## config.mk

```make
export PLATFORM = sky130hd
export DESIGN_NAME = lsqe_iter
export DESIGN_NICKNAME = d
export VERILOG_FILES = /design/src/rtl/lsqe_pkg.sv /design/src/rtl/lsqe_iter.sv
export SDC_FILE = /design/constraint.sdc
export NUM_CORES = 1
export LEC_CHECK = 0
export ABC_AREA = 1
export BUFFER_PORTS_ARGS = -buffer_cell sky130_fd_sc_hd__buf_4
export CORE_ASPECT_RATIO = 1.75
export CORE_MARGIN = 10
export CORE_UTILIZATION = 55
export DETAILED_ROUTE_END_ITERATION = 8
export HOLD_SLACK_MARGIN = 0.03
export PLACE_DENSITY = 0.83
export SLEW_MARGIN = 10
export SYNTH_ARGS = -nofsm -noshare
export SYNTH_HDL_FRONTEND = slang
export SYNTH_SLANG_ARGS = --single-unit
```

## constraint.sdc

```tcl
create_clock -name i_clk -period 9.66 [get_ports i_clk]
set_input_delay 1.449 -clock i_clk [delete_from_list [all_inputs] [get_ports i_clk]]
set_output_delay 1.449 -clock i_clk [all_outputs]
set_load 0.05 [all_outputs]
```

## src/rtl/lsqe_pkg.sv

```systemverilog
`default_nettype none
package lsqe_pkg;

    localparam int unsigned MaxVertices = 4096;
    localparam int unsigned MaxIndices  = 6144;
    localparam int unsigned CntW        = 14;

    localparam logic [1:0] KIND_VERTEX  = 2'd0;
    localparam logic [1:0] KIND_INDEX   = 2'd1;
    localparam logic [1:0] KIND_DROPPED = 2'd2;

    localparam logic CMD_ADD   = 1'b0;
    localparam logic CMD_CLEAR = 1'b1;

    typedef struct packed {
        logic               command;
        logic signed [31:0] start_x;
        logic signed [31:0] start_y;
        logic signed [31:0] start_z;
        logic signed [31:0] end_x;
        logic signed [31:0] end_y;
        logic signed [31:0] end_z;
        logic [7:0]         color_red;
        logic [7:0]         color_green;
        logic [7:0]         color_blue;
        logic [30:0]        line_width;
    } t_in_item;

    typedef struct packed {
        logic [1:0]         kind;
        logic signed [31:0] pos_x;
        logic signed [31:0] pos_y;
        logic signed [31:0] pos_z;
        logic [7:0]         out_red;
        logic [7:0]         out_green;
        logic [7:0]         out_blue;
        logic [11:0]        index_value;
        logic               last;
    } t_out_item;

    typedef enum logic {
        ITER_SQRT,
        ITER_DIV
    } t_iter_mode;

    typedef struct packed {
        logic       start;
        t_iter_mode mode;
    } t_iter_req;

    typedef enum logic [3:0] {
        ST_IDLE,
        ST_PRE,
        ST_NORM,
        ST_SQX,
        ST_SQZ,
        ST_ROOT,
        ST_SQRT,
        ST_DIVX,
        ST_DIVZ,
        ST_MULX,
        ST_MULZ,
        ST_OFFZ,
        ST_EMIT
    } t_state;

    function automatic logic signed [31:0] sat34(input logic signed [33:0] v);
        logic signed [31:0] r;
        if (v > 34'sh0_7FFF_FFFF) begin
            r = 32'sh7FFF_FFFF;
        end else if (v < -34'sh0_8000_0000) begin
            r = 32'sh8000_0000;
        end else begin
            r = v[31:0];
        end
        return r;
    endfunction

    function automatic logic [11:0] idx_add(input logic [3:0] k);
        logic [11:0] r;
        case (k)
            4'd4:    r = 12'd3;
            4'd5:    r = 12'd1;
            4'd6:    r = 12'd2;
            4'd7:    r = 12'd0;
            4'd8:    r = 12'd1;
            4'd9:    r = 12'd2;
            default: r = 12'd0;
        endcase
        return r;
    endfunction

endpackage
`default_nettype wire

```

## src/rtl/lsqe_iter.sv

```systemverilog
`default_nettype none
// shared restoring unit: 64-bit square root or 31-bit quotient, one bit a cycle
module lsqe_iter import lsqe_pkg::*; (
    input  wire logic        i_clk,
    input  wire logic        i_rst_n,
    input  wire t_iter_req   i_req,
    input  wire logic [63:0] i_rad,
    input  wire logic [32:0] i_num,
    input  wire logic [31:0] i_den,
    output logic             o_done,
    output logic [31:0]      o_result
);

    logic [63:0] r_a, r_b, r_c;
    logic [30:0] r_low;
    logic [4:0]  r_cnt;
    logic        r_busy;
    logic        r_done;
    t_iter_mode  r_mode;

    logic [63:0] rem2, op_x, op_y, diff;
    logic        ge;

    always_comb begin
        rem2 = {r_a[62:0], r_low[30]};
        op_x = (r_mode == ITER_SQRT) ? r_a : rem2;
        op_y = (r_mode == ITER_SQRT) ? (r_c + r_b) : r_b;
        ge   = (op_x >= op_y);
        diff = op_x - op_y;
    end

    always_ff @(posedge i_clk) begin
        if (!i_rst_n) begin
            r_busy <= 1'b0;
            r_done <= 1'b0;
            r_cnt  <= '0;
            r_mode <= ITER_SQRT;
        end else begin
            r_done <= 1'b0;
            if (i_req.start) begin
                r_busy <= 1'b1;
                r_mode <= i_req.mode;
                r_c    <= '0;
                if (i_req.mode == ITER_SQRT) begin
                    r_a   <= i_rad;
                    r_b   <= 64'h4000_0000_0000_0000;
                    r_low <= '0;
                    r_cnt <= 5'd31;
                end else begin
                    r_a   <= {32'd0, i_num[32:1]};
                    r_b   <= {32'd0, i_den};
                    r_low <= {i_num[0], 30'd0};
                    r_cnt <= 5'd30;
                end
            end else if (r_busy) begin
                if (r_mode == ITER_SQRT) begin
                    if (ge) begin
                        r_a <= diff;
                        r_c <= (r_c >> 1) + r_b;
                    end else begin
                        r_c <= r_c >> 1;
                    end
                    r_b <= r_b >> 2;
                end else begin
                    r_a   <= ge ? diff : rem2;
                    r_c   <= {r_c[62:0], ge};
                    r_low <= {r_low[29:0], 1'b0};
                end
                r_cnt <= r_cnt - 5'd1;
                if (r_cnt == 5'd0) begin
                    r_busy <= 1'b0;
                    r_done <= 1'b1;
                end
            end
        end
    end

    assign o_done   = r_done;
    assign o_result = r_c[31:0];

endmodule
`default_nettype wire

```

==> results.toml, run 1 <==
[cells_and_area]
fillers = 4942
finalNetCount = 4850
area_growth_pct = 8.14
multiInputGateArea_um2 = 16400
regArea_um2 = 5480
drive_gt1_share_pct = 5.59
final_cells = 5149

[yosys]
avgSynthCellArea_um2 = 5.69
synthTopCellsByArea = "nand2_1, edfxtp_1, inv_1"
ys.flop_type = "edfxtp_1"
synthArstFlopShare_pct = 0
syn_area_um2 = 25500
yosysTopAreaCell = "nand2_1"
ys_warn_count = 0
yosys.area.top_type_share_pct = 24.2
synthDistinctLibCells = 48
ys_seq_elements = 185
netlist_top_cells_count = "nand2_1, inv_1, nor2_1, nand3_1, o21ai_0"
synth-edff-count = 177
yosysSeqAreaShare_pct = 21.5
synth_cells = 4480
synth.most_common_cell = "nand2_1"
syn_nets = 4778

[routing]
vias = 29600
wirelength_mm = 109
drt_iter0_markers = 2973
ant_nets = 0
wire_per_inst_um = 21.2
viasPerCell = 5.75
drc = 0
first_pass_iters = 7

[worst_setup_path]
worst-setup-path-type = "register to register"
cpPeakStageDelay_ns = 0.73
cp-start-kind = "register"
worst_path_most_repeated_cell = "nand2_1"
critPathCaptureType = "register"
crit_path_max_fanout = 64
crit_required_ns = 9.77
crit_buf_inv = 3
crit_family = "simple AND/OR/NAND/NOR gates"
timing.reg2reg.setup_slack_ns = 2.86
arrival_ns = 6.91
crit_slowest_cell = "buf_4"

[grt]
grt_pass1_wl_mm = 163
overflow = 0
grt_pass1_vias = 29000
grt_usage_pct = 38.2
antenna_found_initial = 1
grt_max_degree = 94

[power_and_ir_drop]
power_leakage_nw = 14.6
power_mw = 5.03
powerDensity_nw_per_um2 = 183
peakVddDrop_uv = 121

[sta]
period_share_pct = 70.4
finClkSkew_ns = 0.0163
slew_violations = 0
tns_ns = 0
worst_slack_ns = 2.86
worstMarginPinSlew_ns = 1.23
hold_viol = 0
fin_crit_ns = 6.80
rsz0062_at_grt = "false"
slew_headroom_pct = 17.7
finalSetupViolations = 0
max_freq_ghz = 0.147

[clock_tree]
cts_sinks = 185
clock_path_buffers = 2
clk_latency_ns = 0.49
holdBufCountCts = 0
cts_tree = "done"
cts_root_buf = "clkbuf_16"
path_clk_slew_ns = 0.08
post_cts_buffers = 0
cts_buffers = 17
cts_max_level = 4
postCtsResizedCells = 0

[placed_design]
pre_cts_ws_ns = 3.21
dp_hpwl_mm = 88.1
placed_cells = 5116
gp_congestion = 1.06
numPortBuffers = 165

[floorplan]
core_um2 = 45900
start_util_pct = 55.5
die_area_um2 = 55700
rows = 104
io_pins = 166
die_h_um = 305
chipWidth_um = 183

[min_path]
worst_hold_path_type = "register to register"

[run]
maxCapViolations = 0

[run_status]
status = "completed"
area by class of cell:
class,instances,area share (%)
clock buffer,18,1.56
multi-input combinational,3363,59.5
clock inverter,14,0.545
tap,583,2.65
sequential,185,19.9
inverter,804,11.0
timing repair buffer,181,4.93
antenna,1,0.00908
flip-flops by register name (all words and copies together), names as in the netlist:
| register | count |
|---|---|
| r_a | 64 |
| r_c | 64 |
| r_b | 48 |
| r_cnt | 5 |
| o_done | 1 |
| r_busy | 1 |
| r_low | 1 |
| r_mode | 1 |
cells by family (layout without fill, tap and decap cells):
group / Yosys count / count (layout) / synth area share [%]
AOI/OAI and AO/OA: 499 / 499 / 11.1
xor gates and xnor gates: 70 / 70 / 2.41
adders and majority gates: 165 / 165 / 8.19
buffers and inverters: 932 / 1017 / 14.4
DFF: 185 / 185 / 21.5
muxes: 2 / 2 / 0.0786
other: 0 / 1 / 0
and+or+nand+nor: 2627 / 2627 / 42.3
cell usage in the layout, fill, tap and decap left out, drive strengths merged, types with 8 or more instances in the layout:
cell	instances
clkinv	8
nor4	11
a22o	26
nand4	88
xor2	29
or2	9
inv	810
nand3	371
clkbuf	18
xnor2	41
o21ai	212
edfxtp	177
a21oi	168
nand2	1648
nand3b	16
a22oi	33
o21bai	17
ha	162
nor2	428
nor3	48
dfxtp	8
buf	181
o211ai	17
worst paths after layout:
path	start	to	cells after the start
max	r_c[0]$_SDFFCE_PP0P_	r_a[45]$_DFFE_PP_	26
max reg2reg	r_c[0]$_SDFFCE_PP0P_	r_a[45]$_DFFE_PP_	26
min	r_cnt[4]$_SDFFE_PN0N_	r_cnt[4]$_SDFFE_PN0N_	2
min reg2reg	r_cnt[4]$_SDFFE_PN0N_	r_cnt[4]$_SDFFE_PN0N_	2
where the power goes:
group | internal [mW] | switching [mW]
clock | 0.348 | 0.397
sequential | 1.03 | 0.126
combinational | 0.968 | 2.16
total | 2.35 | 2.68
layer usage:
layer / routed length (µm) / vias to the layer above / global-route usage (%)
met5: 0 / - / 0
met4: 11300 / 0 / 34.9
met3: 7630 / 447 / 5.21
met2: 53400 / 1489 / 66.1
met1: 36700 / 13300 / 38.8
li1: - / 14400 / -
worst min-delay path: cells and delay by family, from the launching register on:
family             cells  cell delay, ns
DFF                    1            0.32
AOI/OAI and AO/OA      1            0.06
and+or+nand+nor        1            0.06
through the flow:
step | utilization (%) | instance area [µm²] | hold slack (ns)
after floorplan | - | 25500 | 0.452
after global placement | 58.7 | 27000 | 0.467
after detailed placement | 58.7 | 27000 | 0.467
after CTS | 60.0 | 27600 | 0.479
after global routing | 60.0 | 27600 | 0.500
final | 60.0 | 27600 | 0.479
Note: power is estimated with default switching activity, not from simulation.
==> inputs of run 2 (changes only) <==
- PLACE_DENSITY: 0.83 -> 0.86
- clock period: 9.66 -> 5.55 ns (I/O delays scaled with it)
==> run 2 against run 1 <==
Die area did not move. Cell area rose by 2.1%. Sequential power rose by 72%. Critical endpoint is now r_c[9]$_SDFFCE_PP0P_. Maximum frequency rose by 27%. Clock skew rose by 0.0086 ns.
==> results.toml, run 2 (same netlist as run 1, synthesis figures left out) <==
[run_status]
status = "completed"

[min_path]
worst_hold_path_type = "register to register"

[clock_tree]
cts_buffers = 17
path_clk_slew_ns = 0.08
cts_sinks = 185
cts_root_buf = "clkbuf_16"
clock_path_buffers = 2
clk_latency_ns = 0.49
cts_tree = "done"
cts_max_level = 4
holdBufCountCts = 0

[placed_design]
gp_congestion = 1.04
placed_cells = 5163
dp_hpwl_mm = 90.7
pre_cts_ws_ns = 0.127
numPortBuffers = 165

[sta]
slew_violations = 0
tns_ns = 0
worst_slack_ns = 0.209
period_share_pct = 96.2
slew_headroom_pct = 32.7
fin_crit_ns = 5.34
worstMarginPinSlew_ns = 1.01
whs_ns = 0.496
finalSetupViolations = 0
max_freq_ghz = 0.187
rsz0062_at_grt = "false"
hold_viol = 0
finClkSkew_ns = 0.0249

[run]
maxCapViolations = 0

[cells_and_area]
diodes = 0
layout_common_cells = "nand2_1, inv_1, nor2_1"
final_util_pct = 61.2
finalNetCount = 4897
drive_gt1_share_pct = 6.70
reg_top3 = "r_a x64, r_c x64, r_b x48"
area_growth_pct = 10.4
final_common_cell = "nand2_1"
final_cells = 5195

[grt]
grt_pass1_wl_mm = 165
grt_max_degree = 149
antenna_found_initial = 0
grt_busiest_layer = "met2"
overflow = 0
use_met1_pct = 37.9
grt_pass1_vias = 29700
use_met2_pct = 67.2
grtUsageMet3_pct = 5.65
grt_usage_pct = 38.6

[routing]
drt_iter0_markers = 2698
first_pass_iters = 8
vias = 30100
viasPerCell = 5.79
drc = 0
wire_per_inst_um = 21.3
wirelength_mm = 111
ant_nets = 0

[worst_setup_path]
crit_path_max_fanout = 32
worst_path_most_repeated_cell = "nand2_1"
cpPeakStageDelay_ns = 0.64
cp-start-kind = "register"
crit_required_ns = 5.87
arrival_ns = 5.66
timing.reg2reg.setup_slack_ns = 0.21
worst-setup-path-type = "register to register"
crit_slowest_cell = "nor3_1"
critPathCaptureType = "register"

[floorplan]
die_h_um = 305
die_area_um2 = 55700
core_um2 = 45900
io_pins = 166
chipWidth_um = 183
rows = 104
start_util_pct = 55.5

[power_and_ir_drop]
peakVddDrop_uv = 188
power_leakage_nw = 14.9
powerDensity_nw_per_um2 = 320
run 2: final timing paths:
| check | from | end | cells past startpoint |
|---|---|---|---|
| max | r_b[40]$_SDFFCE_PP0P_ | r_c[9]$_SDFFCE_PP0P_ | 27 |
| min reg2reg | r_cnt[3]$_SDFFE_PN0N_ | r_cnt[3]$_SDFFE_PN0N_ | 2 |
| min | r_cnt[3]$_SDFFE_PN0N_ | r_cnt[3]$_SDFFE_PN0N_ | 2 |
| max reg2reg | r_b[40]$_SDFFCE_PP0P_ | r_c[9]$_SDFFCE_PP0P_ | 27 |
run 2: per-stage QoR:
| stage | instance area, µm² | power [mW] |
|---|---|---|
| global placement | 27500 | 7.43 |
| CTS | 28100 | 8.83 |
| global route | 28100 | 9.60 |
| detailed placement | 27500 | 7.46 |
| floorplan | 25500 | 5.75 |
| finish | 28100 | 8.99 |
run 2: area by class of cell:
cell class,count,area (µm²)
fill,4834,17800
inverter,804,3020
timing repair buffer,228,1870
clock buffer,17,425
tap,583,729
clock inverter,15,198
multi-input combinational,3363,16400
sequential,185,5480
run 2: report_power, final:
part / switching, mW / internal, mW / total (mW)
clock: 0.679 / 0.692 / 1.37
sequential: 0.196 / 1.80 / 1.99
combinational: 3.81 / 1.81 / 5.62
total: 4.69 / 4.30 / 8.99
run 2: layer usage:
layer | routed length (µm) | share of wire (%) | up-vias
li1 | - | - | 14500
met1 | 36500 | 33 | 13600
met2 | 53900 | 49 | 1535
met3 | 7610 | 6.9 | 513
met4 | 12500 | 11 | 0
met5 | 0 | 0 | -
run 2: critical path, delay by kind of cell, from the launching register on:
kind            cells  cell delay, ns
buf+inv             4            0.63
fa+ha+maj           2            0.83
simple gates       19            2.83
compound gates      2            0.34
flops               1            0.51
run 2: repair_timing:
action,4_1_cts,5_1_grt
resized for setup,0,8
endpoints found under the setup margin,0,192
buffers inserted,0,0
